$ cat src/hw/rtl/msc_pkg.sv
// ----------------------------------------------------------------------------
// Mobius strip coordinate map package
// Shared constants, types and helper functions for the coordinate map block.
// ----------------------------------------------------------------------------
`default_nettype none

package msc_pkg;

  localparam int CORDIC_STAGES = 16;
  localparam int SHIFT_W = (CORDIC_STAGES > 1) ? $clog2(CORDIC_STAGES) : 1;

  // CORDIC datapath word: Q2.30 values and 32-bit binary angles with headroom.
  localparam int CW = 34;
  typedef logic signed [CW-1:0] cval_t;

  localparam cval_t CORDIC_GAIN = 34'sh026DD3B6A;
  localparam cval_t ANG_HALF_PI = 34'sh040000000;
  localparam cval_t ANG_PI = 34'sh080000000;

  localparam int SMALL_ANGLE = 104;

  // Divider geometry: signed dividend, magnitude remainder, quotient bits.
  localparam int DIV_NW = 50;
  localparam int DIV_RW = 52;
  localparam int DIV_QW = 17;
  localparam int DIV_LAT = DIV_QW + 3;

  typedef logic signed [DIV_NW-1:0] dnum_t;
  typedef logic [DIV_RW-1:0] drem_t;
  typedef logic [DIV_QW-1:0] dquo_t;
  typedef logic signed [DIV_QW:0] squo_t;

  typedef struct packed {
    logic neg;
    logic ovf;
  } div_tag_t;

  typedef enum logic [0:0] {
    REG_STRIP_RADIUS,
    REG_HEIGHT_OFFSET
  } reg_idx_t;

  typedef struct packed {
    logic signed [15:0] out_x;
    logic signed [15:0] out_y;
    logic signed [15:0] out_z;
    logic signed [15:0] out_u;
    logic signed [15:0] out_v;
    logic saturated;
  } res_t;

  typedef struct packed {
    logic signed [15:0] val;
    logic clip;
  } sat_t;

  function automatic logic [31:0] atan_val(input int i);
    logic [31:0] r;
    case (i)
      0: r = 32'h20000000;
      1: r = 32'h12E4051E;
      2: r = 32'h09FB385B;
      3: r = 32'h051111D4;
      4: r = 32'h028B0D43;
      5: r = 32'h0145D7E1;
      6: r = 32'h00A2F61E;
      7: r = 32'h00517C55;
      8: r = 32'h0028BE53;
      9: r = 32'h00145F2F;
      10: r = 32'h000A2F98;
      11: r = 32'h000517CC;
      12: r = 32'h00028BE6;
      13: r = 32'h000145F3;
      14: r = 32'h0000A2FA;
      15: r = 32'h0000517D;
      16: r = 32'h000028BE;
      17: r = 32'h0000145F;
      18: r = 32'h00000A30;
      19: r = 32'h00000518;
      20: r = 32'h0000028C;
      21: r = 32'h00000146;
      22: r = 32'h000000A3;
      23: r = 32'h00000051;
      default: r = 32'h00000000;
    endcase
    return r;
  endfunction

  function automatic sat_t sat16(input logic signed [51:0] a);
    sat_t r;
    if (a > 52'sd32767) begin
      r.val = 16'sh7FFF;
      r.clip = 1'b1;
    end else if (a < -52'sd32768) begin
      r.val = 16'sh8000;
      r.clip = 1'b1;
    end else begin
      r.val = a[15:0];
      r.clip = 1'b0;
    end
    return r;
  endfunction

endpackage

`default_nettype wire

$ cat src/hw/rtl/msc_div_cell.sv
// ----------------------------------------------------------------------------
// Restoring divider cell
// Resolves one quotient bit by a trial subtract of the shifted divisor.
// ----------------------------------------------------------------------------
`default_nettype none

module msc_div_cell (
  input  wire logic clk,
  input  wire logic en,
  input  wire logic [$clog2(msc_pkg::DIV_QW)-1:0] bit_pos,
  input  wire msc_pkg::drem_t rem_in,
  input  wire msc_pkg::drem_t dsr_in,
  input  wire msc_pkg::dquo_t quo_in,
  input  wire msc_pkg::div_tag_t tag_in,
  output msc_pkg::drem_t rem_out,
  output msc_pkg::drem_t dsr_out,
  output msc_pkg::dquo_t quo_out,
  output msc_pkg::div_tag_t tag_out
);

  msc_pkg::drem_t trial;

  assign trial = dsr_in << bit_pos;

  always_ff @(posedge clk) begin
    if (en) begin
      dsr_out <= dsr_in;
      tag_out <= tag_in;
      if (rem_in >= trial) begin
        rem_out <= rem_in - trial;
        quo_out <= quo_in | (msc_pkg::dquo_t'(1) << bit_pos);
      end else begin
        rem_out <= rem_in;
        quo_out <= quo_in;
      end
    end
  end

endmodule

`default_nettype wire

$ cat src/hw/rtl/msc_div_pipe.sv
// ----------------------------------------------------------------------------
// Pipelined rounding divider
// Signed division rounded to nearest, ties away from zero, one bit per cell.
// ----------------------------------------------------------------------------
`default_nettype none

module msc_div_pipe (
  input  wire logic clk,
  input  wire logic en,
  input  wire msc_pkg::dnum_t num,
  input  wire msc_pkg::cval_t den,
  output msc_pkg::squo_t quo
);

  localparam int QW = msc_pkg::DIV_QW;
  localparam int RW = msc_pkg::DIV_RW;
  localparam int BW = $clog2(QW);

  logic [msc_pkg::DIV_NW-1:0] p1_un;
  logic [msc_pkg::CW-1:0] p1_ud;
  logic p1_neg;

  msc_pkg::drem_t np;
  msc_pkg::drem_t dp;

  msc_pkg::drem_t rem[0:QW];
  msc_pkg::drem_t dsr[0:QW];
  msc_pkg::dquo_t qv[0:QW];
  msc_pkg::div_tag_t tag[0:QW];

  msc_pkg::drem_t p2_rem;
  msc_pkg::drem_t p2_dsr;
  msc_pkg::div_tag_t p2_tag;

  msc_pkg::dquo_t q_fin;

  assign np = (RW'(p1_un) << 1) + RW'(p1_ud);
  assign dp = RW'(p1_ud) << 1;

  always_ff @(posedge clk) begin
    if (en) begin
      p1_un <= num[msc_pkg::DIV_NW-1] ? msc_pkg::DIV_NW'(-num) : msc_pkg::DIV_NW'(num);
      p1_ud <= den[msc_pkg::CW-1] ? msc_pkg::CW'(-den) : msc_pkg::CW'(den);
      p1_neg <= num[msc_pkg::DIV_NW-1] ^ den[msc_pkg::CW-1];
      p2_rem <= np;
      p2_dsr <= dp;
      p2_tag.neg <= p1_neg;
      p2_tag.ovf <= np >= (dp << QW);
    end
  end

  assign rem[0] = p2_rem;
  assign dsr[0] = p2_dsr;
  assign qv[0] = '0;
  assign tag[0] = p2_tag;

  for (genvar j = 0; j < QW; j++) begin : g_cell
    msc_div_cell u_cell (
      .clk    (clk),
      .en     (en),
      .bit_pos(BW'(QW - 1 - j)),
      .rem_in (rem[j]),
      .dsr_in (dsr[j]),
      .quo_in (qv[j]),
      .tag_in (tag[j]),
      .rem_out(rem[j+1]),
      .dsr_out(dsr[j+1]),
      .quo_out(qv[j+1]),
      .tag_out(tag[j+1])
    );
  end

  assign q_fin = tag[QW].ovf ? '1 : qv[QW];

  always_ff @(posedge clk) begin
    if (en) begin
      quo <= tag[QW].neg ? -$signed({1'b0, q_fin}) : $signed({1'b0, q_fin});
    end
  end

endmodule

`default_nettype wire

$ cat config.mk
export PLATFORM = sky130hd
export DESIGN_NAME = msc_div_pipe
export DESIGN_NICKNAME = d
export VERILOG_FILES = /design/src/hw/rtl/msc_pkg.sv /design/src/hw/rtl/msc_div_cell.sv /design/src/hw/rtl/msc_div_pipe.sv
export SDC_FILE = /design/constraint.sdc
export NUM_CORES = 2
export LEC_CHECK = 0
export BUFFER_PORTS_ARGS = -buffer_cell sky130_fd_sc_hd__buf_4
export CORE_UTILIZATION = 50
export DETAILED_ROUTE_END_ITERATION = 7
export PLACE_DENSITY = 0.73
export SLEW_MARGIN = 30
export SYNTH_ARGS = -nofsm -noshare
export SYNTH_HDL_FRONTEND = slang
export SYNTH_SLANG_ARGS = --single-unit
$ cat constraint.sdc
create_clock -name clk -period 5.6 [get_ports clk]
set_clock_uncertainty 0.15 [all_clocks]
set_input_delay 0.28 -clock clk [delete_from_list [all_inputs] [get_ports clk]]
set_output_delay 0.28 -clock clk [all_outputs]
set_load 0.02 [all_outputs]
Yosys cells after proc, flatten, opt, wreduce, memory -nomap -nowiden
Index checks and enable logic that the tools add are counted.
{"block": "classes", "order_cmp": 18, "n_bitwise": 1, "n_addsub": 20, "mux": 21}
{"cell": "two-way mux 52 bit", "n": 16}
{"cell": "adder 51 x 34 -> 52 bit", "n": 1}
{"cell": ">= comparator 52 x 35 -> 1 bit", "n": 1}
{"cell": ">= comparator 52 x 36 -> 1 bit", "n": 1}
{"cell": ">= comparator 52 x 37 -> 1 bit", "n": 1}
{"cell": ">= comparator 52 x 38 -> 1 bit", "n": 1}
{"cell": ">= comparator 52 x 39 -> 1 bit", "n": 1}
{"cell": ">= comparator 52 x 40 -> 1 bit", "n": 1}
{"cell": ">= comparator 52 x 41 -> 1 bit", "n": 1}
{"cell": ">= comparator 52 x 42 -> 1 bit", "n": 1}
{"cell": ">= comparator 52 x 43 -> 1 bit", "n": 1}
{"cell": ">= comparator 52 x 44 -> 1 bit", "n": 1}
{"cell": ">= comparator 52 x 45 -> 1 bit", "n": 1}
{"cell": ">= comparator 52 x 46 -> 1 bit", "n": 1}
{"cell": ">= comparator 52 x 47 -> 1 bit", "n": 1}
{"cell": ">= comparator 52 x 48 -> 1 bit", "n": 1}
{"cell": ">= comparator 52 x 49 -> 1 bit", "n": 1}
{"cell": ">= comparator 52 x 50 -> 1 bit", "n": 1}
{"cell": ">= comparator 52 x 51 -> 1 bit", "n": 1}
{"cell": ">= comparator 52 bit", "n": 1}
{"cell": "subtractor 52 x 36 -> 52 bit", "n": 1}
{"cell": "subtractor 52 x 37 -> 52 bit", "n": 1}
{"cell": "subtractor 52 x 38 -> 52 bit", "n": 1}
{"cell": "subtractor 52 x 39 -> 52 bit", "n": 1}
{"cell": "other kinds (19)", "n": 21}
{"block": "word_totals", "output_inout_bits": 18, "wordCells": 170, "in_bits": 86, "reg_bits": 1890}

Longest topological paths before layout
{"block": "depth", "word_depth": 3, "depth_mapped": 24, "mapped_depth_nobuf": 23}

Cells and area by module
From an unflattened synthesis, not the netlist that was laid out.
{"block": "unflattened", "hier_cells": 19278, "area_unflattened_um2": 185461.6}
{"module": "msc_div_cell at g_cell[1].u_cell ...", "cells_per_inst": 1089, "n_inst": 7, "seq_area_each_um2": 3693.5, "area_per_inst_um2": 10307.4}
{"module": "msc_div_cell at g_cell[11].u_cell ...", "cells_per_inst": 1078, "n_inst": 6, "seq_area_each_um2": 3693.5, "area_per_inst_um2": 10221.1}
{"module": "msc_div_cell at g_cell[0].u_cell ...", "cells_per_inst": 1080, "n_inst": 2, "seq_area_each_um2": 3693.5, "area_per_inst_um2": 10172.3}
{"module": "msc_div_pipe", "cells_per_inst": 949, "n_inst": 1, "seq_area_each_um2": 5705.5, "area_per_inst_um2": 10851.7}
{"module": "msc_div_cell at g_cell[8].u_cell", "cells_per_inst": 1027, "n_inst": 1, "seq_area_each_um2": 3693.5, "area_per_inst_um2": 10500.1}
{"module": "msc_div_cell at g_cell[9].u_cell", "cells_per_inst": 1051, "n_inst": 1, "seq_area_each_um2": 3693.5, "area_per_inst_um2": 10287.4}

Worst setup path after synthesis
OpenSTA, ideal clock, no wires.
{"block": "synth_timing", "path_kind": "register -> register", "startpoint": "reg p1_ud[11] (netlist name)", "endpoint": "reg p2_tag[0] (netlist name) (data pin)", "setup_ns": 0.169, "setup_slack_ns": 0.129, "required_time_ns": 5.281, "period_less_slack_ns": 5.471, "t_arrival_ns": 5.152, "path_buffers": 1, "stages_incl_launch_ff": 22, "cell_sequence": "edfxtp_1 ha_1 clkbuf_1 a21oi_1 nand2b_1 or3b_2 o21ai_0 and3_1 o211ai_1 a311o_1 nand2_1 nor2_1 xor2_1 ha_1 nand4_1 nor4_1 nand4b_1 or4b_2 or4_1 nor4_1 nand2_1 o31ai_1"}
{"block": "synth_via", "elab_chain_cells": 2}
{"element": "start: declaration", "line": "msc_div_pipe.sv:20", "text": "logic [msc_pkg::CW-1:0] p1_ud;"}
{"element": "start signal: assignment", "line": "msc_div_pipe.sv:43", "text": "p1_ud <= den[msc_pkg::CW-1] ? msc_pkg::CW'(-den) : msc_pkg::CW'(den);"}
{"element": "adder 51 x 34 -> 52 bit", "line": "msc_div_pipe.sv:37", "text": "assign np = (RW'(p1_un) << 1) + RW'(p1_ud);"}
{"element": "named net np[50]", "line": "msc_div_pipe.sv:23", "text": "msc_pkg::drem_t np;"}
{"element": ">= comparator 52 bit", "line": "msc_div_pipe.sv:48", "text": "p2_tag.ovf <= np >= (dp << QW);"}
{"element": "end: declaration", "line": "msc_div_pipe.sv:33", "text": "msc_pkg::div_tag_t p2_tag;"}
The timed path passes the listed nets, and every way through them passes these cells.
A chain may end at the register's enable or synchronous reset.

Final worst setup path
{"block": "layout_timing", "startpoint": "reg p1_un[1] (netlist name)", "endpoint": "reg p2_tag[0] (netlist name) (data pin)"}
{"block": "layout_via", "elab_chain_cells": 2}
{"element": "start: declaration", "line": "msc_div_pipe.sv:19", "text": "logic [msc_pkg::DIV_NW-1:0] p1_un;"}
{"element": "start signal: assignment", "line": "msc_div_pipe.sv:42", "text": "p1_un <= num[msc_pkg::DIV_NW-1] ? msc_pkg::DIV_NW'(-num) : msc_pkg::DIV_NW'(num);"}
{"element": "adder 51 x 34 -> 52 bit", "line": "msc_div_pipe.sv:37"}
{"element": "named net np[46]", "line": "msc_div_pipe.sv:23"}
{"element": ">= comparator 52 bit", "line": "msc_div_pipe.sv:48"}
The timed path passes the listed nets, and every way through them passes these cells.

==> out/summary.json <==
{
  "power.clock.fraction_pct": 21.9,
  "initial_cell_density_of_the_core_pct": 50.27,
  "postRouteWirelength_mm": 237.0,
  "drc_errors": 0,
  "numPortBuffers": 103,
  "grt-ovfl-total": 0,
  "setup_repair_after_global_routing_missed_its_margin": "yes",
  "sequential_to_total_area_share_from_yosys_stat_pct": 53.27,
  "dp.final_hpwl_mm": 182.0,
  "synthesis.nets": 9739,
  "count_of_final_max_slew_check_failures": 0,
  "power_per_cell_area_mw_per_mm2": 498.6,
  "timing.max_slew.rel_slack_pct": 27.47,
  "gp_congestion": 1.012,
  "tritoncts_clock_tree": "built",
  "cp-end-kind": "register",
  "power_w": 0.05520,
  "synth_ff_type": "sky130_fd_sc_hd__edfxtp_1",
  "netlist.area_leader.share_pct": 53.27,
  "postRouteAntennaNets": 0,
  "peakVddDrop_mv": 0.2821,
  "first_global_vias": 71376,
  "grt_usage_pct": 23.71,
  "detailroute.via_count": 68895,
  "status": "complete, but fails checks",
  "cell_variety_after_synth": 84,
  "syn_area_mm2": 0.09791,
  "design.die.area_mm2": 0.1976,
  "layout.cells.most_common_list": "sky130_fd_sc_hd__edfxtp_1, sky130_fd_sc_hd__inv_1, sky130_fd_sc_hd__nand2_1, sky130_fd_sc_hd__a21oi_1, sky130_fd_sc_hd__o21ai_0",
  "die_boundary_height_um": 444.5,
  "setup.worst_path.class": "register to register",
  "buffer_levels_on_the_longest_clock_path": 3,
  "cts.htree.levels": 4,
  "period_needed_ps": 5790,
  "postLayoutSetupSlackWorst_ps": -189.7,
  "power_spent_charging_and_discharging_nets_w": 0.02016,
  "data_required_time_at_the_worst_endpoint_ps": 6120,
  "postSynthRegisterBits": 1737,
  "clock_tree.root_cell": "sky130_fd_sc_hd__clkbuf_16",
  "final-setup-viol-count": 1,
  "max_stage_delay_ps": 500,
  "power.combinational.fraction_pct": 41.4,
  "fp.dieW_um": 444.5,
  "drive_above_1_share_pct": 8.003,
  "setup_tns_final_ps": -189.7,
  "number_of_warnings_reported_in_the_yosys_synthesis_log": 0,
  "layout.cells.most_common": "sky130_fd_sc_hd__edfxtp_1",
  "layout_worst_path_cycle_share_pct": 103.4,
  "min-delay-path-class": "primary input to register",
  "timing.fmax_ghz": 0.1727,
  "tightest_slew_ps": 1081,
  "first_iter_violations": 3675,
  "violations": "negative setup slack",
  "swShare_pct": 36.52,
  "maxCapViolations": 0,
  "synth-edff-count": 1737,
  "number_of_nets_in_the_layout": 10145,
  "filler_cell_count": 15858,
  "clkSinkCount": 1737,
  "grt_max_degree": 204,
  "critical-path-slowest-cell": "sky130_fd_sc_hd__a311o_2",
  "worst-endpoint-arrival_ps": 6310,
  "post_synth_arst_share_pct": 0,
  "first_pass_iters": 6,
  "critPathLaunchType": "register",
  "row_count": 162,
  "netlist_instances": 8989,
  "synth_top_area_cell": "sky130_fd_sc_hd__edfxtp_1",
  "p_seq_share_pct": 36.7,
  "crit_path_cell_trace": "buf_6 > ha_4 > a211oi_4 > nor2_2 > o311a_1 > o21ai_2 > buf_4 > and3_4 > o211ai_1 > a311o_2 > nand2_4 > nor2_2 > xor2_1 > ha_1 > nand4_1 > nor4_2 > buf_4 > nand4b_1 > or4b_4 > or4_1 > nor4_1 > nand2_1 > o31ai_2",
  "clk_pin_slew_worst_paths_ps": 60,
  "netlist_top_cells_area": "sky130_fd_sc_hd__edfxtp_1, sky130_fd_sc_hd__ha_1, sky130_fd_sc_hd__xnor2_1",
  "grt_antenna_before_repair": 2,
  "core_region_area_mm2": 0.1948,
  "via_per_inst": 5.660,
  "leakagePower_nw": 43.50,
  "area_growth_pct": 13.07,
  "critPathMaxFanout": 6,
  "synth_area_per_cell_um2": 10.89,
  "boundaryPins": 104,
  "power.internal_w": 0.03504,
  "grt_pass1_wl_mm": 370.5,
  "finalHoldViolations": 0,
  "cts_inserted_buffers": 189,
  "clkLatencyLatePin_ps": 840,
  "routed_wire_length_per_instance_um": 19.47
}
==> critical path, delay by kind of cell, from the launching register on <==
family,cells,cell delay [ps]
adders and majority gates,2,550
and+or+nand+nor,11,2180
AOI/OAI and AO/OA,6,1700
xor gates and xnor gates,1,150
DFF,1,410
buffers and inverters,3,480
==> what timing repair did <==
action                                  in CTS  in global routing
hold buffers                               156                  0
endpoints found under the setup margin       1                  1
buffers inserted                             1                  6
endpoints found under the hold margin      185                  0
pin swaps                                   23                 23
gates resized for setup                     23                 13
==> per-layer routing <==
layer / vias up / global-route usage [%] / wire length, um
li1: 33892 / - / -
met1: 32582 / 20.96 / 78610
met3: 712 / 2.817 / 7012
met2: 1709 / 48.47 / 133500
met4: 0 / 16.46 / 17880
met5: - / 0 / 0
==> power groups by stage <==
stage                     clock [W]  combinational [W]  sequential, W
after floorplan                   0             0.0166         0.0198
after global placement            0             0.0219         0.0204
after detailed placement          0             0.0224         0.0205
after CTS                    0.0124             0.0226         0.0202
after global routing         0.0129             0.0252         0.0206
final                        0.0121             0.0228         0.0203
==> stage by stage <==
| step | hold slack, ps | utilization (%) | instance area (um2) | worst slack [ps] | std cells |
|---|---|---|---|---|---|
| floorplan | 228.9 | - | 97910 | 128.9 | 8989 |
| global placement | 250.5 | 52.77 | 102800 | -1072 | 11662 |
| detailed placement | 254.5 | 52.79 | 102800 | -946.1 | 11662 |
| CTS | 12.43 | 56.74 | 110500 | -398.7 | 12162 |
| global route | 49.68 | 56.83 | 110700 | -445.9 | 12171 |
| finish | 72.93 | 56.84 | 110700 | -189.7 | 12173 |
==> synthesized netlist by cell type (all sizes together), types with 13 or more instances <==
library cell	instances
edfxtp	1737
inv	807
nand2	795
o21ai	701
a21oi	699
ha	647
nor2	490
xnor2	425
a21o	308
xor2	305
clkbuf	232
nor3	167
nand3	151
nand4	127
nand2b	97
nor4	91
o21bai	82
mux2	80
o31ai	78
nor2b	74
o21a	73
a211oi	71
or3	67
and3	60
a31oi	57
or4	47
o211ai	42
and2	32
a21boi	26
o41ai	26
nand3b	24
nor4b	23
o31a	23
or2	23
a2111oi	20
a211o	20
nor3b	19
buf	17
fa	17
and4	16
o2111ai	16
a41oi	15
a221oi	14
a31o	14
nand4b	13
==> final timing paths <==
check                                         startpoint                                     end  slack, ps  cells past startpoint
setup / recovery                      p1_un[1]$_DFFE_PP_                     p2_tag[0]$_DFFE_PP_       -190                     23
setup reg to reg                      p1_un[1]$_DFFE_PP_                     p2_tag[0]$_DFFE_PP_       -190                     23
hold reg to reg   g_cell[6].u_cell.quo_out[11]$_DFFE_PP_  g_cell[7].u_cell.quo_out[11]$_DFFE_PP_        260                      0
hold / removal                                    num[0]                      p1_un[0]$_DFFE_PP_         70                      2
==> state kept, by name, indices dropped and copies added (netlist names) <==
signal / count
g_cell.u_cell.rem_out: 832
g_cell.u_cell.dsr_out: 528
g_cell.u_cell.quo_out: 153
p2_rem: 52
p1_un: 50
g_cell.u_cell.tag_out: 34
p1_ud: 34
p2_dsr: 33
quo: 18
p2_tag: 2
p1_neg: 1
==> cell type report <==
type	instances	area (um2)	share of cell area, %
tap	2624	3283	2.966
sequential	1737	52160	47.11
antenna	2	5.005	0.004521
multi-input combinational	6194	42130	38.05
clock buffer	231	4887	4.414
clock inverter	112	1124	1.015
timing repair buffer	464	4090	3.694
inverter	809	3037	2.743
==> logic make-up after synthesis <==
family | Yosys count | share of synthesized area (%)
muxes | 86 | 0.9814
DFF | 1737 | 53.27
adders and majority gates | 664 | 8.615
xor gates and xnor gates | 730 | 6.530
buffers and inverters | 1058 | 4.073
and+or+nand+nor | 2329 | 11.51
AOI/OAI and AO/OA | 2385 | 15.01
(Power assumes the default switching activity.)
