<file path="src/hw/rtl/msc_pkg.sv">
// ----------------------------------------------------------------------------
// Mobius strip coordinate map package
// Shared constants, types and helper functions for the coordinate map block.
// ----------------------------------------------------------------------------
`default_nettype none

package msc_pkg;

  localparam int CORDIC_STAGES = 16;
  localparam int SHIFT_W = (CORDIC_STAGES > 1) ? $clog2(CORDIC_STAGES) : 1;

  // CORDIC datapath word: Q2.30 values and 32-bit binary angles with headroom.
  localparam int CW = 34;
  typedef logic signed [CW-1:0] cval_t;

  localparam cval_t CORDIC_GAIN = 34'sh026DD3B6A;
  localparam cval_t ANG_HALF_PI = 34'sh040000000;
  localparam cval_t ANG_PI = 34'sh080000000;

  localparam int SMALL_ANGLE = 104;

  // Divider geometry: signed dividend, magnitude remainder, quotient bits.
  localparam int DIV_NW = 50;
  localparam int DIV_RW = 52;
  localparam int DIV_QW = 17;
  localparam int DIV_LAT = DIV_QW + 3;

  typedef logic signed [DIV_NW-1:0] dnum_t;
  typedef logic [DIV_RW-1:0] drem_t;
  typedef logic [DIV_QW-1:0] dquo_t;
  typedef logic signed [DIV_QW:0] squo_t;

  typedef struct packed {
    logic neg;
    logic ovf;
  } div_tag_t;

  typedef enum logic [0:0] {
    REG_STRIP_RADIUS,
    REG_HEIGHT_OFFSET
  } reg_idx_t;

  typedef struct packed {
    logic signed [15:0] out_x;
    logic signed [15:0] out_y;
    logic signed [15:0] out_z;
    logic signed [15:0] out_u;
    logic signed [15:0] out_v;
    logic saturated;
  } res_t;

  typedef struct packed {
    logic signed [15:0] val;
    logic clip;
  } sat_t;

  function automatic logic [31:0] atan_val(input int i);
    logic [31:0] r;
    case (i)
      0: r = 32'h20000000;
      1: r = 32'h12E4051E;
      2: r = 32'h09FB385B;
      3: r = 32'h051111D4;
      4: r = 32'h028B0D43;
      5: r = 32'h0145D7E1;
      6: r = 32'h00A2F61E;
      7: r = 32'h00517C55;
      8: r = 32'h0028BE53;
      9: r = 32'h00145F2F;
      10: r = 32'h000A2F98;
      11: r = 32'h000517CC;
      12: r = 32'h00028BE6;
      13: r = 32'h000145F3;
      14: r = 32'h0000A2FA;
      15: r = 32'h0000517D;
      16: r = 32'h000028BE;
      17: r = 32'h0000145F;
      18: r = 32'h00000A30;
      19: r = 32'h00000518;
      20: r = 32'h0000028C;
      21: r = 32'h00000146;
      22: r = 32'h000000A3;
      23: r = 32'h00000051;
      default: r = 32'h00000000;
    endcase
    return r;
  endfunction

  function automatic sat_t sat16(input logic signed [51:0] a);
    sat_t r;
    if (a > 52'sd32767) begin
      r.val = 16'sh7FFF;
      r.clip = 1'b1;
    end else if (a < -52'sd32768) begin
      r.val = 16'sh8000;
      r.clip = 1'b1;
    end else begin
      r.val = a[15:0];
      r.clip = 1'b0;
    end
    return r;
  endfunction

endpackage

`default_nettype wire

</file>
<file path="src/hw/rtl/msc_rot_cell.sv">
// ----------------------------------------------------------------------------
// Rotation CORDIC cell
// One registered micro-rotation that drives the residual angle toward zero.
// ----------------------------------------------------------------------------
`default_nettype none

module msc_rot_cell (
  input  wire logic clk,
  input  wire logic en,
  input  wire logic [msc_pkg::SHIFT_W-1:0] shift,
  input  wire logic [31:0] angle_step,
  input  wire msc_pkg::cval_t x_in,
  input  wire msc_pkg::cval_t y_in,
  input  wire msc_pkg::cval_t z_in,
  output msc_pkg::cval_t x_out,
  output msc_pkg::cval_t y_out,
  output msc_pkg::cval_t z_out
);

  msc_pkg::cval_t step;

  assign step = msc_pkg::cval_t'({2'b00, angle_step});

  always_ff @(posedge clk) begin
    if (en) begin
      if (z_in >= 0) begin
        x_out <= x_in - (y_in >>> shift);
        y_out <= y_in + (x_in >>> shift);
        z_out <= z_in - step;
      end else begin
        x_out <= x_in + (y_in >>> shift);
        y_out <= y_in - (x_in >>> shift);
        z_out <= z_in + step;
      end
    end
  end

endmodule

`default_nettype wire

</file>
<file path="config.mk">
export PLATFORM = sky130hd
export DESIGN_NAME = msc_rot_cell
export DESIGN_NICKNAME = d
export VERILOG_FILES = /design/src/hw/rtl/msc_pkg.sv /design/src/hw/rtl/msc_rot_cell.sv
export SDC_FILE = /design/constraint.sdc
export NUM_CORES = 1
export LEC_CHECK = 0
export BUFFER_PORTS_ARGS = -buffer_cell sky130_fd_sc_hd__buf_2
export CAP_MARGIN = 20
export CORE_UTILIZATION = 38
export DETAILED_ROUTE_END_ITERATION = 10
export HOLD_SLACK_MARGIN = 0.15
export PLACE_DENSITY = 0.63
export SETUP_SLACK_MARGIN = 0.2
export SLEW_MARGIN = 20
export SYNTH_ARGS = -nofsm -noshare
export SYNTH_HDL_FRONTEND = slang
export SYNTH_SLANG_ARGS = --single-unit
</file>
<file path="constraint.sdc">
create_clock -name clk -period 10.3 [get_ports clk]
set_clock_uncertainty 0.05 [all_clocks]
set_input_delay 2.06 -clock clk [delete_from_list [all_inputs] [get_ports clk]]
set_output_delay 2.06 -clock clk [all_outputs]
set_load 0.01 [all_outputs]
</file>
Yosys cells after proc, flatten, opt, wreduce, memory -nomap -nowiden. Index checks and enable logic that the tools add are counted.

Output and inout bits: 102. Logic and storage cells: 15. Input port bits: 140. Bits in registers: 102.

Multiplexer cells: 3. $add $sub $neg: 6. Shift operators: 2. Magnitude comparators: 1.

Operators with widths (count): 34-bit 2-to-1 mux (3); 34-bit adder (2); 34-bit by 4-bit >>> shifter with 34-bit output (2); 34-bit subtractor (2); 34-bit by 33-bit adder with 34-bit output (1); 34-bit by 1-bit >= comparator with 1-bit output, second input constant (1); 34-bit by 33-bit subtractor with 34-bit output (1).

Depth between registers and ports, before layout. Gate-level depths: netlist of run 1.

Word-level depth: 3. Depth in mapped cells: 28. Depth with buffers taken out: 22.

Worst setup path after synthesis of run 1. Ideal clock, no wire load.

Path kind: in2reg. Start point: input port shift[2] in the netlist's numbering. End point: register x_out[32], data pin. Setup time: 0.262 ns. Arrival time: 7.663 ns. Cell stages on the path: 26. Path slack: 2.325 ns. Cell sequence: buf_2 > buf_1 > clkbuf_1 > clkbuf_1 > clkbuf_1 > clkbuf_1 > clkbuf_1 > nor2_1 > or2_2 > ha_1 > a21bo_2 > or3b_1 > clkbuf_1 > or2_2 > o21ai_0 > xnor2_1 > ha_1 > a21o_1 > a21o_1 > a2111oi_0 > o31ai_1 > or2_2 > a41o_1 > o31ai_1 > mux2i_1 > nand3_1.

Word-level cells in the longest chain between the ends: 3. Elaborated cells between the ends (all ways): 4.

Ends and longest elaborated chain: start, declared (RTL line msc_rot_cell.sv:10) `input wire logic [msc_pkg::SHIFT_W-1:0] shift,`; 34-bit by 4-bit >>> shifter with 34-bit output * (RTL line msc_rot_cell.sv:27, msc_rot_cell.sv:31); 34-bit adder or 34-bit subtractor (tied branches) (RTL line msc_rot_cell.sv:31, msc_rot_cell.sv:27); 34-bit 2-to-1 mux * (RTL line msc_rot_cell.sv:26) `if (z_in >= 0) begin`; end signal, assigned (RTL line msc_rot_cell.sv:27) `x_out <= x_in - (y_in >>> shift);`; end signal, assigned (RTL line msc_rot_cell.sv:31) `x_out <= x_in + (y_in >>> shift);`; end, declared (RTL line msc_rot_cell.sv:15) `output msc_pkg::cval_t x_out,`.

Every way passes the cells marked *; elsewhere a longest branch is shown, timed or not. A chain may end at the register's enable or synchronous reset.

Worst setup path after layout of run 1.
Start point: input port shift[1] in the netlist's numbering. End point: register y_out[33], data pin.

Word-level cells in the longest chain between the ends: 3. Elaborated cells between the ends (all ways): 4.

Ends and longest elaborated chain: 34-bit by 4-bit >>> shifter with 34-bit output * (RTL line msc_rot_cell.sv:28, msc_rot_cell.sv:32); 34-bit subtractor or 34-bit adder (tied branches) (RTL line msc_rot_cell.sv:32, msc_rot_cell.sv:28); 34-bit 2-to-1 mux * (RTL line msc_rot_cell.sv:26); end signal, assigned (RTL line msc_rot_cell.sv:28) `y_out <= y_in + (x_in >>> shift);`; end signal, assigned (RTL line msc_rot_cell.sv:32) `y_out <= y_in - (x_in >>> shift);`; end, declared (RTL line msc_rot_cell.sv:16) `output msc_pkg::cval_t y_out,`.

Marked as above.

==> results.cfg, run 1 <==
[die]
fp.dieH_um = 191
coreArea_um2 = 35400
ios = 242
row_count = 69
dieArea_um2 = 36600
initial_core_util_pct = 38.5
die_w_um = 191

[grt]
grt_pass1_wl_um = 64200
grt.overflow.total = 0
grt_max_degree = 90
gr-usage-all-layers_pct = 22.4
antenna_found_initial = 2
grt_pass1_vias = 12054

[route]
routed_via_density = 5.76
vias = 12614
drc = 0
ant_nets = 0
wl_per_cell_um = 18.8
first_iter_violations = 888
routed_wl_um = 41100
dr.pass1.iters = 7

[clock_tree]
cts_buffers = 9
path_clk_slew_ns = 0.07
cts_hold_buf = 0
cts_tree = yes
cts_sinks = 102
cts.root.buffer_cell = clkbuf_16
post_cts_buffers = 0
h-tree-depth = 3
clk_path_buf_depth = 2
cts_resized = 0

[synth]
syn-num-nets = 1779
synth_edf_count = 102
syn_avg_cell_area_um2 = 8.89
yosysWarnings = 0
ys_types = 80
synth_top_area_share_pct = 22.5
synth_area_leaders = edfxtp_1 22%, mux4_2 9.6%, ha_1 9.4%
syn_inst = 1534
synth_area_leader_cell = edfxtp_1
ys_ff_latch = 102
synthFlopType = edfxtp_1
ys_seq_area_share_pct = 22.5
async_flop_share_pct = 0
synth_area_um2 = 13600

[run]
drv_cap = 0

[finish]
fin_nets = 1969
drive_gt1_share_pct = 21.3
final_cell_count_no_fill = 2189
regArea_um2 = 3060
multi_input_area_um2 = 10000
area_growth_pct = 12.7
fill_cells = 3528

[worst_setup_path]
crit_top_cell = o21ai_0
endpoint_kind = flop
cp_max_fo = 44
path_buf_inv = 2
startpoint_type = input port
slowest_stage = mux4_2
cp_top_family = compound AO/OA/AOI/OAI gates
crit_type = in2reg
cp_cell_sequence = buf_4 -> buf_4 -> mux4_2 -> a211o_1 -> o21ai_0 -> nand2b_1 -> or3_1 -> o21ai_0 -> xnor2_1 -> ha_1 -> a21o_1 -> a21oi_1 -> nor2_1 -> o41a_1 -> o21ai_0 -> a31oi_1 -> a221o_1 -> a221oi_1 -> o21ai_0 -> xnor2_1
max_stage_delay_ns = 0.63
crit_arrival_ns = 7.98
cp.required_ns = 10.38

[sta]
hold_viol = 0
setup_violations = 0
fmax_mhz = 127
tightest_slew_ns = 1.01
rsz0062_at_grt = false
relSlewSlack_pct = 32.4
period_share_pct = 76.7
drv_slew = 0
tns_ns = 0
worst_slack_ns = 2.40
period_minus_slack_ns = 7.90

[min_path]
worstHoldPathType = in2reg

[placed_design]
numPortBuffers = 241
gp_routability_congestion = 0.903
dp_cells = 2174
hpwl_um = 32600
preCtsSetupSlack_ns = 1.98

[pwr]
power.leakage_nw = 6.30
powerDensity_nw_per_um2 = 137
vdd_drop_max_v = 0.0000877

[status]
status = finished clean
[placed cells by master, fill, tap and decap left out, types with 13 or more instances in the layout]
cell type,synthesis,routed
a211oi_1,13,13
a21o_1,37,37
a21oi_1,113,113
a31oi_1,25,25
and3_1,22,22
buf_2,15,238
edfxtp_1,102,102
ha_1,102,102
inv_1,46,46
mux2_2,30,30
mux2i_1,55,55
mux4_2,58,58
nand2_1,159,159
nand2b_1,19,19
nand3_1,36,36
nand4_1,14,14
nor2_1,94,94
nor3_1,28,28
o211ai_1,17,17
o21a_1,25,25
o21ai_0,130,130
o21bai_1,13,13
o31ai_1,20,20
xnor2_1,103,103
xor2_1,74,74
[cell type report]
class / instances / area share (%)
multi-input cells: 1314 / 65.2
well taps: 461 / 3.75
flip-flops and latches: 102 / 19.9
diodes: 1 / 0.0163
repair buffers: 249 / 8.29
clock inverters: 4 / 0.106
clock buffers: 10 / 1.49
inverters: 48 / 1.17
[worst paths after layout]
| kind | startpoint | endpoint | slack (ns) | cells past startpoint |
|---|---|---|---|---|
| max | shift[1] | y_out[33] | 2.40 | 20 |
| min | y_in[0] | y_out[0] | 1.97 | 2 |
[layer usage]
metal / vias up / track usage, % / routed length, um / part of all wire (%)
met5: - / 0 / 10 / 0.024
met4: 2 / 7.08 / 984 / 2.4
met3: 52 / 3.25 / 2310 / 5.6
met2: 430 / 39.9 / 20500 / 50
met1: 5984 / 27.5 / 17300 / 42
li1: 6146 / - / - / -
[cells in the mapped netlist, types with 3 or more instances]
library cell	n
a211o_1	4
a211oi_1	13
a21boi_0	8
a21o_1	37
a21oi_1	113
a31oi_1	25
and2_1	8
and3_1	22
buf_1	10
buf_2	15
buf_4	5
buf_6	5
clkbuf_1	33
edfxtp_1	102
fa_1	3
ha_1	102
inv_1	46
mux2_2	30
mux2i_1	55
mux4_2	58
nand2_1	159
nand2b_1	19
nand3_1	36
nand3b_1	5
nand4_1	14
nor2_1	94
nor2b_1	10
nor3_1	28
nor4_1	8
o2111ai_1	4
o211ai_1	17
o21a_1	25
o21ai_0	130
o21ai_1	4
o21bai_1	13
o31ai_1	20
o41ai_1	4
or2_2	7
or3_1	12
or3b_1	3
or4_1	3
xnor2_1	103
xor2_1	74
[flip-flops by register name, indices dropped and copies added (netlist names)]
name	flops
x_out	34
z_out	34
y_out	34
[logic make-up after synthesis]
kind of cell	synth area share [%]
mux	16.6
buf+inv	4.00
simple gates	15.2
fa+ha+maj	9.80
compound gates	20.6
flops	22.5
xor+xnor	11.4
[per-stage QoR]
step | area (um2) | power (mW) | util [%] | hold WS (ns)
6_report | 15400 | 2.11 | 43.4 | 1.97
4_1_cts | 15400 | 2.13 | 43.4 | 1.97
2_1_floorplan | 13600 | 1.47 | - | 2.12
3_5_place_dp | 15100 | 1.80 | 42.7 | 2.36
3_3_place_gp | 15100 | 1.79 | 42.7 | 2.36
5_1_grt | 15400 | 2.27 | 43.4 | 1.97
[report_power, final]
| part | internal (mW) | leakage [nW] | switching [mW] |
|---|---|---|---|
| clock network | 0.158 | 0.121 | 0.154 |
| registers | 0.616 | 0.999 | 0.0272 |
| logic | 0.496 | 5.18 | 0.654 |
| total | 1.27 | 6.30 | 0.836 |
Power figures use the tool's default switching activity.
==> run 2: changes to the inputs <==
ABC_AREA = 1   (was unset)
clock period = 7.74 ns   (was 10.3 ns; I/O delays follow)
==> results.cfg, run 2 <==
[status]
status = finished clean

[sta]
tns_ns = 0
fmax_mhz = 158
hold_viol = 0
setup_violations = 0
relSlewSlack_pct = 35.4
period_minus_slack_ns = 6.34
period_share_pct = 81.9
tightest_slew_ns = 0.967
drv_slew = 0
rsz0062_at_grt = false

[finish]
reg_top3 = x_out x34, y_out x34, z_out x34
final_common_cell = nand2_1
final_cell_mix = 651 x nand2_1, 396 x nand3_1, 240 x buf_2, 210 x inv_1, 203 x nor2_1
multi_input_area_um2 = 10200
final_util_pct = 43.5
regArea_um2 = 3060
area_growth_pct = 13.2
fill_cells = 4091
drive_gt1_share_pct = 11.8
fin_nets = 2735

[worst_setup_path]
cp_top_family = simple AND/OR/NAND/NOR gates
endpoint_kind = flop
cp.required_ns = 7.85
startpoint_type = input port
crit_arrival_ns = 6.45
crit_type = in2reg
cp_max_fo = 66
path_buf_inv = 5
crit_top_cell = nand3_1
slowest_stage = clkinv_2
max_stage_delay_ns = 0.68

[clock_tree]
cts.root.buffer_cell = clkbuf_16
cts_hold_buf = 0
clk_path_buf_depth = 2
cts_tree = yes
post_cts_buffers = 0
path_clk_slew_ns = 0.08
cts_sinks = 102
h-tree-depth = 3
cts_buffers = 9
cts_resized = 0

[die]
die_w_um = 197
row_count = 71
ios = 242
initial_core_util_pct = 38.4
dieArea_um2 = 38800
fp.dieH_um = 197
coreArea_um2 = 37600

[grt]
grt_pass1_wl_um = 81300
grtUsageMet1_pct = 35.2
antenna_found_initial = 2
grt_max_degree = 81
grt_pass1_vias = 15402
grt_use_met3_pct = 3.20
top_usage_layer = met2
gr-usage-all-layers_pct = 26.8
grt_use_met2_pct = 45.0
grt.overflow.total = 0

[route]
routed_wl_um = 51900
first_iter_violations = 1374
ant_nets = 0
routed_via_density = 5.38
drc = 0
wl_per_cell_um = 17.3
dr.pass1.iters = 6
vias = 16164

[placed_design]
gp_routability_congestion = 0.955
numPortBuffers = 241
hpwl_um = 43000

[min_path]
holdPathStages = 2
worstHoldPathType = in2reg
hold_start = y_in[0]
hold_end = y_out[0]

[pwr]
vdd_drop_max_v = 0.000127
powerDensity_nw_per_um2 = 182
power.leakage_nw = 7.97
p_total_mw = 2.98

[synth]
yosysWarnings = 0
ys_seq_area_share_pct = 21.2
synth_area_leader_cell = edfxtp_1
syn_avg_cell_area_um2 = 6.30
synth_area_um2 = 14400
synthTopCellsByCount = 651 x nand2_1, 396 x nand3_1, 213 x inv_1
syn-num-nets = 2539
synth_top_area_share_pct = 21.2
ys_ff_latch = 102
synthFlopType = edfxtp_1
synth_area_leaders = edfxtp_1 21%, nand2_1 17%, nand3_1 14%
synth_edf_count = 102
syn_inst = 2294
synth_most_common_cell = nand2_1
ys_types = 41
async_flop_share_pct = 0

[run]
drv_cap = 0
==> run 2: metrics by stage <==
step	area (um2)	setup WS, ns	instances	hold slack [ns]
after floorplan	14400	2.84	2294	1.61
after global placement	16100	1.27	2990	1.87
after detailed placement	16100	1.31	2990	1.86
after CTS	16400	1.72	3006	1.43
after global routing	16400	0.822	3006	1.44
final	16400	1.40	3007	1.44
==> run 2: cells by family (layout without fill, tap and decap cells) <==
logic type,Yosys count,after routing,synth area share (%)
compound gates,319,319,12.9
simple gates,1316,1316,38.7
xor+xnor,167,167,10.1
buf+inv,285,486,7.90
fa+ha+maj,105,105,9.25
flops,102,102,21.2
other cells,0,1,0
==> run 2: power breakdown <==
part	switching, mW	internal, mW
clock network	0.231	0.251
registers	0.0404	0.817
logic	1.06	0.581
total	1.33	1.65
==> run 2: area by class of cell <==
class,instances,share of cell area [%]
Antenna cell,1,0.0153
Clock inverter,5,0.367
Inverter,216,4.96
Timing Repair Buffer,254,7.98
Clock buffer,11,1.42
Tap cell,511,3.91
Multi-Input combinational cell,1907,62.6
Sequential cell,102,18.7
==> run 2: per-layer routing <==
layer / vias up / routed length [um] / part of all wire [%]
met5: - / 10 / 0.019
met4: 2 / 1550 / 3.0
met3: 88 / 3380 / 6.5
met2: 626 / 23900 / 46
met1: 7325 / 23100 / 44
li1: 8123 / - / -
==> run 2: how the worst max path moves through the flow <==
stage,cells past startpoint,end,from
floorplan,25,y_out[24],shift[2]
global placement,25,y_out[33],shift[0]
detailed placement,23,y_out[33],shift[1]
CTS,24,y_out[33],shift[1]
global route,25,y_out[33],shift[0]
finish,25,y_out[33],shift[0]
==> run 3: changes to the inputs <==
ABC_AREA = 0   (was 1)
clock period = 5.9 ns   (was 7.74 ns; I/O delays follow)
==> results.cfg, run 3 (synthesis gave the netlist of run 1 again) <==
[placed_design]
numPortBuffers = 241
hpwl_um = 36700
dp_cells = 2474
gp_routability_congestion = 0.918

[worst_setup_path]
startpoint_type = input port
cp_cell_sequence = clkbuf_4 -> buf_12 -> buf_4 -> buf_12 -> mux4_2 -> mux4_2 -> nand2b_1 -> or3_4 -> o21ai_2 -> xnor2_1 -> ha_1 -> a21o_1 -> a21oi_2 -> nor2_2 -> o41a_1 -> o21ai_2 -> a31oi_2 -> a221o_1 -> a221oi_2 -> o21ai_1 -> xnor2_1
crit_type = in2reg
slowest_stage = mux4_2
crit_arrival_ns = 5.72
max_stage_delay_ns = 0.53
cp_max_fo = 15
cp.required_ns = 5.98
endpoint_kind = flop
critPathLaunch = shift[3]
crit_end = y_out[33]

[sta]
rsz0062_at_grt = true
period_share_pct = 95.5
drv_slew = 0
fmax_mhz = 178
period_minus_slack_ns = 5.63
setup_violations = 0
tightest_slew_ns = 0.907
hold_viol = 0
relSlewSlack_pct = 39.5

[clock_tree]
cts_tree = yes
h-tree-depth = 3
cts_buffers = 9
clk_path_buf_depth = 2
cts.root.buffer_cell = clkbuf_16
cts_hold_buf = 0
path_clk_slew_ns = 0.07
cts_sinks = 102

[grt]
grt.overflow.total = 0
grtUsageMet1_pct = 29.4
gr-usage-all-layers_pct = 24.3
grt_use_met3_pct = 3.16
top_usage_layer = met2
antenna_found_initial = 1
grt_use_met2_pct = 44.6
grt_pass1_wl_um = 69400
grt_max_degree = 68
grt_pass1_vias = 13486

[pwr]
vdd_drop_max_v = 0.000145
p_total_mw = 4.16
powerDensity_nw_per_um2 = 229
power.leakage_nw = 7.94

[die]
row_count = 69
die_w_um = 191
coreArea_um2 = 35400
fp.dieH_um = 191
initial_core_util_pct = 38.5
ios = 242
dieArea_um2 = 36600

[route]
wl_per_cell_um = 18.2
drc = 0
dr.pass1.iters = 5
first_iter_violations = 704
vias = 13888
routed_via_density = 5.55
routed_wl_um = 45500
ant_nets = 0

[finish]
fill_cells = 3387
area_growth_pct = 33.0
fin_nets = 2280
drive_gt1_share_pct = 35.7
final_cell_mix = 308 x buf_4, 237 x buf_2, 158 x nand2_1, 112 x o21ai_0, 106 x a21oi_1
final_cell_count_no_fill = 2501
final_common_cell = buf_4
reg_top3 = x_out x34, y_out x34, z_out x34

[min_path]
worstHoldPathType = in2reg

[status]
status = finished clean

[run]
drv_cap = 0
-- run 3: cell types whose count changed in the layout (fill, tap and decap cells not counted), moves of 49 or more --
cell / delta
mux2i_1: +49
nor2_1: -112
buf_4: +294
nand2_1: -493
nand3_1: -364
mux4_2: +59
inv_1: -164
-- run 3: final cells by class --
class	count	area, um2	share of cell area, %
Clock inverter	3	12.5	0.0690
Sequential cell	102	3060	16.9
Tap cell	461	577	3.18
Multi-Input combinational cell	1314	10300	56.8
Inverter	48	180	0.994
Antenna cell	1	2.50	0.0138
Clock buffer	12	236	1.30
Timing Repair Buffer	560	3750	20.7
-- run 3: critical path, delay by kind of cell --
kind,cells,cell delay (ns)
xor+xnor,2,0.28
fa+ha+maj,1,0.27
simple gates,3,0.64
compound gates,9,1.85
buf+inv,4,0.60
mux,2,0.87
-- run 3: how the worst min path moves through the flow --
stage                        from        to  slack, ns  cells past startpoint
after CTS                 z_in[1]  z_out[1]       1.11                      2
after detailed placement  z_in[1]  z_out[1]       1.52                      2
final                     z_in[1]  z_out[1]       1.13                      2
after floorplan                en  x_out[0]       1.24                      0
after global placement    z_in[1]  z_out[1]       1.52                      2
after global routing      z_in[1]  z_out[1]       1.14                      2
-- run 3: routing by layer --
layer	vias up	wire length [um]	share of wire, %
li1	6770	-	-
met1	6568	18800	41
met2	478	23000	51
met3	70	2550	5.6
met4	2	1040	2.3
met5	-	13	0.029
-- run 3: power breakdown --
group / switching [mW] / internal (mW) / total (mW)
Combinational: 1.28 / 1.20 / 2.48
Sequential: 0.0477 / 1.08 / 1.12
Clock: 0.275 / 0.281 / 0.556
-- run 3: through the flow --
step | hold WS [ns] | TNS [ns] | utilization [%] | setup slack, ns | area [um2]
after global routing | 1.14 | -0.0385 | 51.2 | -0.0385 | 18100
after CTS | 1.11 | 0 | 50.3 | 0.186 | 17800
final | 1.13 | 0 | 51.2 | 0.267 | 18100
after detailed placement | 1.52 | -2.95 | 49.5 | -0.358 | 17500
after floorplan | 1.24 | -0.656 | - | -0.278 | 13800
after global placement | 1.52 | -2.10 | 49.5 | -0.325 | 17500
-- run 3: repair_timing --
| action | CTS | global route |
|---|---|---|
| gates resized for setup | 11 | 52 |
| setup endpoints to repair | 9 | 17 |
| cloned | 0 | 2 |
| buffers inserted | 0 | 9 |
| pin swaps | 2 | 8 |
